## config.mk

```make
export PLATFORM = sky130hd
export DESIGN_NAME = lsb_stego_bit_extractor_unit
export DESIGN_NICKNAME = d
export VERILOG_FILES = /design/src/rtl/core/lsbx_pkg.sv /design/src/rtl/core/lsbx_input_reg.sv /design/src/rtl/core/lsbx_extract.sv /design/src/rtl/core/lsb_stego_bit_extractor_unit.sv
export SDC_FILE = /design/constraint.sdc
export NUM_CORES = 1
export LEC_CHECK = 0
export BUFFER_PORTS_ARGS = -buffer_cell sky130_fd_sc_hd__buf_2
export CAP_MARGIN = 20
export CORE_ASPECT_RATIO = 1.1
export CORE_MARGIN = 3
export CORE_UTILIZATION = 35
export DETAILED_ROUTE_END_ITERATION = 12
export PLACE_DENSITY = 0.59
export RECOVER_POWER = 50
export SYNTH_ARGS = -nofsm -noshare
export SYNTH_HDL_FRONTEND = slang
export SYNTH_SLANG_ARGS = --single-unit
```

## constraint.sdc

```tcl
create_clock -name clk -period 3.45 [get_ports clk]
set_input_delay 0.345 -clock clk [delete_from_list [all_inputs] [get_ports clk]]
set_output_delay 0.345 -clock clk [all_outputs]
set_load 0.02 [all_outputs]
```

## src/rtl/core/lsbx_pkg.sv

```systemverilog
`timescale 1ns / 1ps

package lsbx_pkg;

  localparam int MODE_W = 2;
  localparam int BYTE_W = 8;
  localparam int CNT_W = 4;
  localparam int COUNT_W = 24;
  localparam int PHASE_W = 2;
  localparam int PATTERN_COUNT = 4;
  localparam int PAT_W = $clog2(PATTERN_COUNT);
  localparam int HEADER_BYTES_DEF = 32;

  localparam logic [MODE_W-1:0] MODE_LSB1 = 2'd0;
  localparam logic [MODE_W-1:0] MODE_LSB4 = 2'd1;
  localparam logic [MODE_W-1:0] MODE_LSBI = 2'd2;

  // color phases after the header, phase for red is skipped
  localparam logic [PHASE_W-1:0] PHASE_FIRST = 2'd0;
  localparam logic [PHASE_W-1:0] PHASE_RED = 2'd1;
  localparam logic [PHASE_W-1:0] PHASE_LAST = 2'd2;

  typedef struct packed {
    logic [BYTE_W-1:0] carrier_byte;
    logic              last_carrier;
  } carrier_t;

endpackage

```

## src/rtl/core/lsbx_input_reg.sv

```systemverilog
`timescale 1ns / 1ps

module lsbx_input_reg (
  input  logic               clk,
  input  logic               rst,
  input  logic               in_valid,
  output logic               in_stall,
  input  lsbx_pkg::carrier_t in_item,
  output logic               item_valid,
  output lsbx_pkg::carrier_t item,
  input  logic               take
);
  import lsbx_pkg::*;

  logic load;

  assign in_stall = item_valid && !take;
  assign load = in_valid && !in_stall;

  always_ff @(posedge clk) begin
    if (rst) begin
      item_valid <= 1'b0;
    end else if (load) begin
      item_valid <= 1'b1;
    end else if (take) begin
      item_valid <= 1'b0;
    end
  end

  always_ff @(posedge clk) begin
    if (load) begin
      item <= in_item;
    end
  end

endmodule

```

## src/rtl/core/lsbx_extract.sv

```systemverilog
`timescale 1ns / 1ps

module lsbx_extract #(
  parameter int HEADER_BYTES = lsbx_pkg::HEADER_BYTES_DEF
) (
  input  logic                         clk,
  input  logic                         rst,
  input  logic                         cfg_write,
  input  logic [lsbx_pkg::MODE_W-1:0]  cfg_data,
  input  logic                         item_valid,
  input  lsbx_pkg::carrier_t           item,
  output logic                         take,
  output logic                         out_valid,
  input  logic                         out_stall,
  output logic [lsbx_pkg::BYTE_W-1:0]  hidden_byte,
  output logic [lsbx_pkg::COUNT_W-1:0] byte_number
);
  import lsbx_pkg::*;

  localparam int HPOS_W = $clog2(HEADER_BYTES + 1);

  logic [MODE_W-1:0]        lsb_mode;
  logic [BYTE_W-1:0]        bit_accumulator;
  logic [CNT_W-1:0]         bits_collected;
  logic [PATTERN_COUNT-1:0] pattern_flags;
  logic [HPOS_W-1:0]        header_position;
  logic [PHASE_W-1:0]       color_phase;
  logic [COUNT_W-1:0]       hidden_count;

  logic [BYTE_W-1:0]        bit_accumulator_next;
  logic [CNT_W-1:0]         bits_collected_next;
  logic [PATTERN_COUNT-1:0] pattern_flags_next;
  logic [HPOS_W-1:0]        header_position_next;
  logic [PHASE_W-1:0]       color_phase_next;
  logic [COUNT_W-1:0]       hidden_count_next;

  logic              fire;
  logic              emit;
  logic              collect1;
  logic              collect4;
  logic              lsbi_bit;
  logic [BYTE_W-1:0] acc_shift;
  logic [CNT_W-1:0]  cnt_sum;
  logic [BYTE_W-1:0] cbyte;

  assign take = !out_valid || !out_stall;
  assign fire = item_valid && take;
  assign cbyte = item.carrier_byte;

  always_comb begin
    collect1 = 1'b0;
    collect4 = 1'b0;
    lsbi_bit = cbyte[0] ^ pattern_flags[cbyte[PAT_W:1]];
    pattern_flags_next = pattern_flags;
    header_position_next = header_position;
    color_phase_next = color_phase;
    case (lsb_mode)
      MODE_LSB4: begin
        collect4 = 1'b1;
      end
      MODE_LSBI: begin
        if (header_position < HPOS_W'(HEADER_BYTES)) begin
          if (header_position < HPOS_W'(PATTERN_COUNT)) begin
            pattern_flags_next[header_position[PAT_W-1:0]] = cbyte[0];
          end
          header_position_next = header_position + HPOS_W'(1);
        end else begin
          color_phase_next = (color_phase == PHASE_LAST) ? PHASE_FIRST
                                                         : color_phase + PHASE_W'(1);
          collect1 = (color_phase != PHASE_RED);
        end
      end
      default: begin
        collect1 = 1'b1;
      end
    endcase
  end

  // shift the new bits in; a full byte leaves and clears the accumulator
  always_comb begin
    acc_shift = bit_accumulator;
    cnt_sum = bits_collected;
    if (collect4) begin
      acc_shift = {bit_accumulator[3:0], cbyte[3:0]};
      cnt_sum = bits_collected + CNT_W'(4);
    end else if (collect1) begin
      acc_shift = {bit_accumulator[BYTE_W-2:0],
                   (lsb_mode == MODE_LSBI) ? lsbi_bit : cbyte[0]};
      cnt_sum = bits_collected + CNT_W'(1);
    end
    emit = cnt_sum[CNT_W-1];
    bit_accumulator_next = emit ? '0 : acc_shift;
    bits_collected_next = emit ? '0 : cnt_sum;
    hidden_count_next = emit ? hidden_count + COUNT_W'(1) : hidden_count;
  end

  always_ff @(posedge clk) begin
    if (rst) begin
      lsb_mode <= MODE_LSB1;
      bit_accumulator <= '0;
      bits_collected <= '0;
      pattern_flags <= '0;
      header_position <= '0;
      color_phase <= PHASE_FIRST;
      hidden_count <= '0;
      out_valid <= 1'b0;
    end else begin
      if (cfg_write) begin
        lsb_mode <= cfg_data;
      end
      if (take) begin
        out_valid <= fire && emit;
      end
      if (fire) begin
        if (item.last_carrier) begin
          bit_accumulator <= '0;
          bits_collected <= '0;
          pattern_flags <= '0;
          header_position <= '0;
          color_phase <= PHASE_FIRST;
          hidden_count <= '0;
        end else begin
          bit_accumulator <= bit_accumulator_next;
          bits_collected <= bits_collected_next;
          pattern_flags <= pattern_flags_next;
          header_position <= header_position_next;
          color_phase <= color_phase_next;
          hidden_count <= hidden_count_next;
        end
      end
    end
  end

  always_ff @(posedge clk) begin
    if (fire && emit) begin
      hidden_byte <= acc_shift;
      byte_number <= hidden_count;
    end
  end

`ifndef NO_ASSERTIONS
  a_count_below_byte: assert property (@(posedge clk) disable iff (rst)
    bits_collected < CNT_W'(8))
    else $error("partial bit count reached a full byte");

  a_phase_range: assert property (@(posedge clk) disable iff (rst)
    color_phase != 2'd3)
    else $error("color phase out of range");

  a_header_range: assert property (@(posedge clk) disable iff (rst)
    header_position <= HPOS_W'(HEADER_BYTES))
    else $error("header position past header");

  a_last_clears: assert property (@(posedge clk) disable iff (rst)
    fire && item.last_carrier |=> bits_collected == '0 && hidden_count == '0
      && header_position == '0)
    else $error("end of image did not restart the extractor");

  a_number_steps: assert property (@(posedge clk) disable iff (rst)
    fire && emit && !item.last_carrier |=> hidden_count == byte_number + COUNT_W'(1))
    else $error("byte counter did not advance with a result");
`endif

endmodule

```

## src/rtl/core/lsb_stego_bit_extractor_unit.sv

```systemverilog
`timescale 1ns / 1ps

// lsb steganography bit extractor
// carrier bytes (BGR order) enter on carrier_byte/last_carrier with in_valid;
// the block raises in_stall to hold them off. each transaction is taken at a
// clock edge with in_valid high and in_stall low.
// reassembled hidden bytes leave on hidden_byte/byte_number with out_valid;
// the receiver raises out_stall to hold a result, which then stays unchanged.
// lsb_mode (0 lsb1, 1 lsb4, 2 lsbi with header flags and red skip) comes on
// the cfg channel (cfg_valid/cfg_ready, cfg_data); the user writes it only
// while the block is idle, which the block does not enforce. a carrier byte
// lands in the input register at accept; the result register loads from it
// unless a stalled result holds it. one carrier byte per cycle while no result
// is stalled, via the combinational step logic; at most one result per byte.
// a stalled receiver holds the result register, which in turn holds the input
// register and raises in_stall; a byte that yields no result still waits.
// reset clears all extraction state, the byte counter and lsb_mode (lsb1).
// last_carrier restarts the extraction after its byte, keeping lsb_mode;
// a pending partial byte is dropped. byte_number wraps at 2^24.
module lsb_stego_bit_extractor_unit #(
  parameter int HEADER_BYTES = lsbx_pkg::HEADER_BYTES_DEF
) (
  input  logic                         clk,
  input  logic                         rst,
  input  logic                         in_valid,
  output logic                         in_stall,
  input  logic [lsbx_pkg::BYTE_W-1:0]  carrier_byte,
  input  logic                         last_carrier,
  output logic                         out_valid,
  input  logic                         out_stall,
  output logic [lsbx_pkg::BYTE_W-1:0]  hidden_byte,
  output logic [lsbx_pkg::COUNT_W-1:0] byte_number,
  input  logic                         cfg_valid,
  output logic                         cfg_ready,
  input  logic [lsbx_pkg::MODE_W-1:0]  cfg_data
);
  import lsbx_pkg::*;

  carrier_t in_item;
  carrier_t item;
  logic     item_valid;
  logic     take;

  assign in_item.carrier_byte = carrier_byte;
  assign in_item.last_carrier = last_carrier;
  assign cfg_ready = 1'b1;

  lsbx_input_reg u_input_reg (
    .clk        (clk),
    .rst        (rst),
    .in_valid   (in_valid),
    .in_stall   (in_stall),
    .in_item    (in_item),
    .item_valid (item_valid),
    .item       (item),
    .take       (take)
  );

  lsbx_extract #(
    .HEADER_BYTES (HEADER_BYTES)
  ) u_extract (
    .clk         (clk),
    .rst         (rst),
    .cfg_write   (cfg_valid && cfg_ready),
    .cfg_data    (cfg_data),
    .item_valid  (item_valid),
    .item        (item),
    .take        (take),
    .out_valid   (out_valid),
    .out_stall   (out_stall),
    .hidden_byte (hidden_byte),
    .byte_number (byte_number)
  );

endmodule
```

==> flow_summary.yaml <==
status:
  status: "finished clean"
cts:
  cts_root_buf: "clkbuf_8"
  post-cts-setup-buffer-count: 0
  numCtsBuffers: 9
  path_clk_slew_ns: 0.08
  cts_tree: "built"
  clkSinkCount: 88
  cts_buffer_depth: 2
  clk-insertion-delay-late_ns: 0.36
  postCtsHoldBufs: 0
  cts_max_level: 3
  ctsResizeCount: 0
critical_path:
  arrival_ns: 2.62
  reg2reg_slack_ns: 0.89
  regToRegEndpoint: "u_extract.byte_number[0]"
  cp.required_ns: 3.51
  path_max_fanout: 23
  critical_path_class: "reg -> reg"
  start_kind: "flop"
  crit_path_end_kind: "flop"
  worstReg2RegStart: "u_extract.lsb_mode[1]"
  rr_worst_depth: 5
timing:
  fin_crit_sh_pct: 74.1
  rsz0062_at_grt: "no"
  slew_headroom_pct: 48.9
  worst_slack_ns: 0.894
  maxSlewViolCount: 0
  finalCriticalPeriod_ns: 2.56
  finalHoldViolCount: 0
  whs_ns: 0.156
  fin_skew_ns: 0.0124
  tns_ns: 0
  setup_viol_count_final: 0
  max_freq_mhz: 391
  worstMarginPinSlew_ns: 0.767
floorplanning:
  initial_core_util_pct: 36.7
  die_w_um: 104
  rows: 38
  fp.coreArea_um2: 10100
  die_y_um: 114
  io_pins: 51
  dieArea_um2: 11900
finish:
  antenna_cells: 0
  syn2layout_area_growth_pct: 15.2
  fin_nets: 421
  final_core_util_pct: 42.3
  final_layout_size_suffix_gt1_share_pct: 8.19
  fin_area_um2: 4280
  fillCellCount: 960
logic_synthesis:
  syn_inst: 353
  ys_async_sr_fraction_pct: 0
  synth_flop_cell: "dfxtp_1"
  synthTopCellsByCount: "51 x dfxtp_1, 38 x nand2_1, 37 x edfxtp_1"
  ys_top_cells_by_area: "edfxtp_1 30%, dfxtp_1 27%, a21oi_1 4.2%"
  yosysMostFrequentCell: "dfxtp_1"
  synth-seq-area-share_pct: 57.4
  syn_area_um2: 3720
  synth_nets: 375
  yosysWarnings: 0
  synth_seq_cells: 88
  synth_cell_types: 47
  synth_edf_count: 37
  synth_top_area_share_pct: 29.9
  synth_top_cell_by_area: "edfxtp_1"
  syn_avg_cell_area_um2: 10.5
drt:
  ant_nets: 0
  first_pass_iters: 4
  via_count: 2859
  drcViolationCount: 0
  wl_per_cell_um: 13.8
  wl_um: 7470
  drtIter0Drc: 137
  vias_per_cell: 5.27
grt:
  grt_max_degree: 41
  antenna_found_initial: 0
  grtUsageTotal_pct: 12.9
  grt_pass1_wl_um: 12600
  overflow: 0
  grt_pass1_vias: 2761
worst_hold_path:
  holdPathEnd: "u_input_reg.item[2]"
  hold_class: "in -> reg"
  hold-path-cell-count: 1
  worstHoldStart: "carrier_byte[1]"
pwr:
  peakVddDrop_mv: 0.165
  power_leakage_uw: 0.00147
  p_per_area_nw_per_um2: 451
run:
  cap_violations: 0
place:
  portBuffers: 45
  hpwl_um: 5060
  pre_cts_ws_ns: 0.728
  place.gp.congestion: 0.785
  place_area_um2: 4100
-- cell usage in the layout (no fill, tap or decap), drive strengths merged, types with 4 or more instances in the layout --
master	instances
o21ai	16
dfxtp	51
ha	6
clkbuf	46
and2	4
a22o	7
nand2	38
nand4bb	4
a21oi	31
inv	7
or4	10
nand4	7
nand3	10
buf	18
a31oi	8
or3	9
mux2i	7
o41ai	6
nor2	26
nor3	4
and3	4
edfxtp	37
o31ai	10
-- cell families (layout without fill, tap and decap cells) --
logic type	count (synthesis)	in the layout	synth area share, %
AOI/OAI and AO/OA	92	92	15.9
xor gates and xnor gates	2	2	0.471
adders and majority gates	6	6	2.02
buffers and inverters	25	75	2.89
DFF	88	88	57.4
muxes	8	8	2.49
other	1	1	0.101
and+or+nand+nor	131	131	18.8
-- per-stage QoR --
stage,instances,total power [µW]
after floorplan,353,1180
after global placement,526,1210
after detailed placement,527,1210
after CTS,542,1950
after global routing,543,2010
final,543,1930
-- area by class of cell --
class | instances | area [µm²] | area share [%]
inverters | 7 | 26.3 | 0.614
multi-input cells | 240 | 1480 | 34.5
clock inverters | 4 | 70.1 | 1.64
well taps | 140 | 175 | 4.09
clock buffers | 11 | 131 | 3.07
repair buffers | 53 | 269 | 6.28
flip-flops and latches | 88 | 2130 | 49.8
-- worst max-delay path, stage by stage, from the launching register on --
cell and delay, ns:
dfxtp_1 0.33, nand2b_1 0.43, a21bo_1 0.34, or3_1 0.46, inv_1 0.43, buf_12 0.25
-- routing by layer --
metal	vias up	routed length, µm	track usage (%)
met2	52	3770	22.4
met5	-	0	0
met1	1367	3250	15.0
met3	16	274	2.71
met4	0	177	7.18
li1	1424	-	-
-- worst max-delay path by stage --
stage | endpoint | cells past startpoint | start
6_report | u_extract.byte_number[0] | 5 | u_extract.lsb_mode[1]
5_1_grt | u_extract.hidden_count[1] | 7 | u_extract.lsb_mode[1]
4_1_cts | u_extract.hidden_count[8] | 5 | u_extract.lsb_mode[1]
3_5_place_dp | u_extract.hidden_count[8] | 5 | u_extract.lsb_mode[1]
3_3_place_gp | u_extract.hidden_count[22] | 5 | u_extract.lsb_mode[1]
2_1_floorplan | u_extract.byte_number[0] | 5 | u_extract.lsb_mode[1]
-- sequential cells by signal, indices dropped and copies added, names as in the netlist, 2 cells and up --
| signal | cells |
|---|---|
| u_extract.byte_number | 24 |
| u_extract.bit_accumulator | 8 |
| u_input_reg.item | 5 |
| u_extract.color_phase | 2 |
| u_extract.header_position | 6 |
| u_extract.bits_collected | 3 |
| u_extract.hidden_byte | 8 |
| u_extract.pattern_flags | 4 |
| u_extract.hidden_count | 24 |
| u_extract.lsb_mode | 2 |
-- where the power goes --
group	leakage [µW]	internal, µW	switching (µW)
Clock	0.000103	402	342
Sequential	0.000815	1090	7.89
Combinational	0.000556	29.9	59.9
Total	0.00147	1520	410
Power figures use the tool's default switching activity.
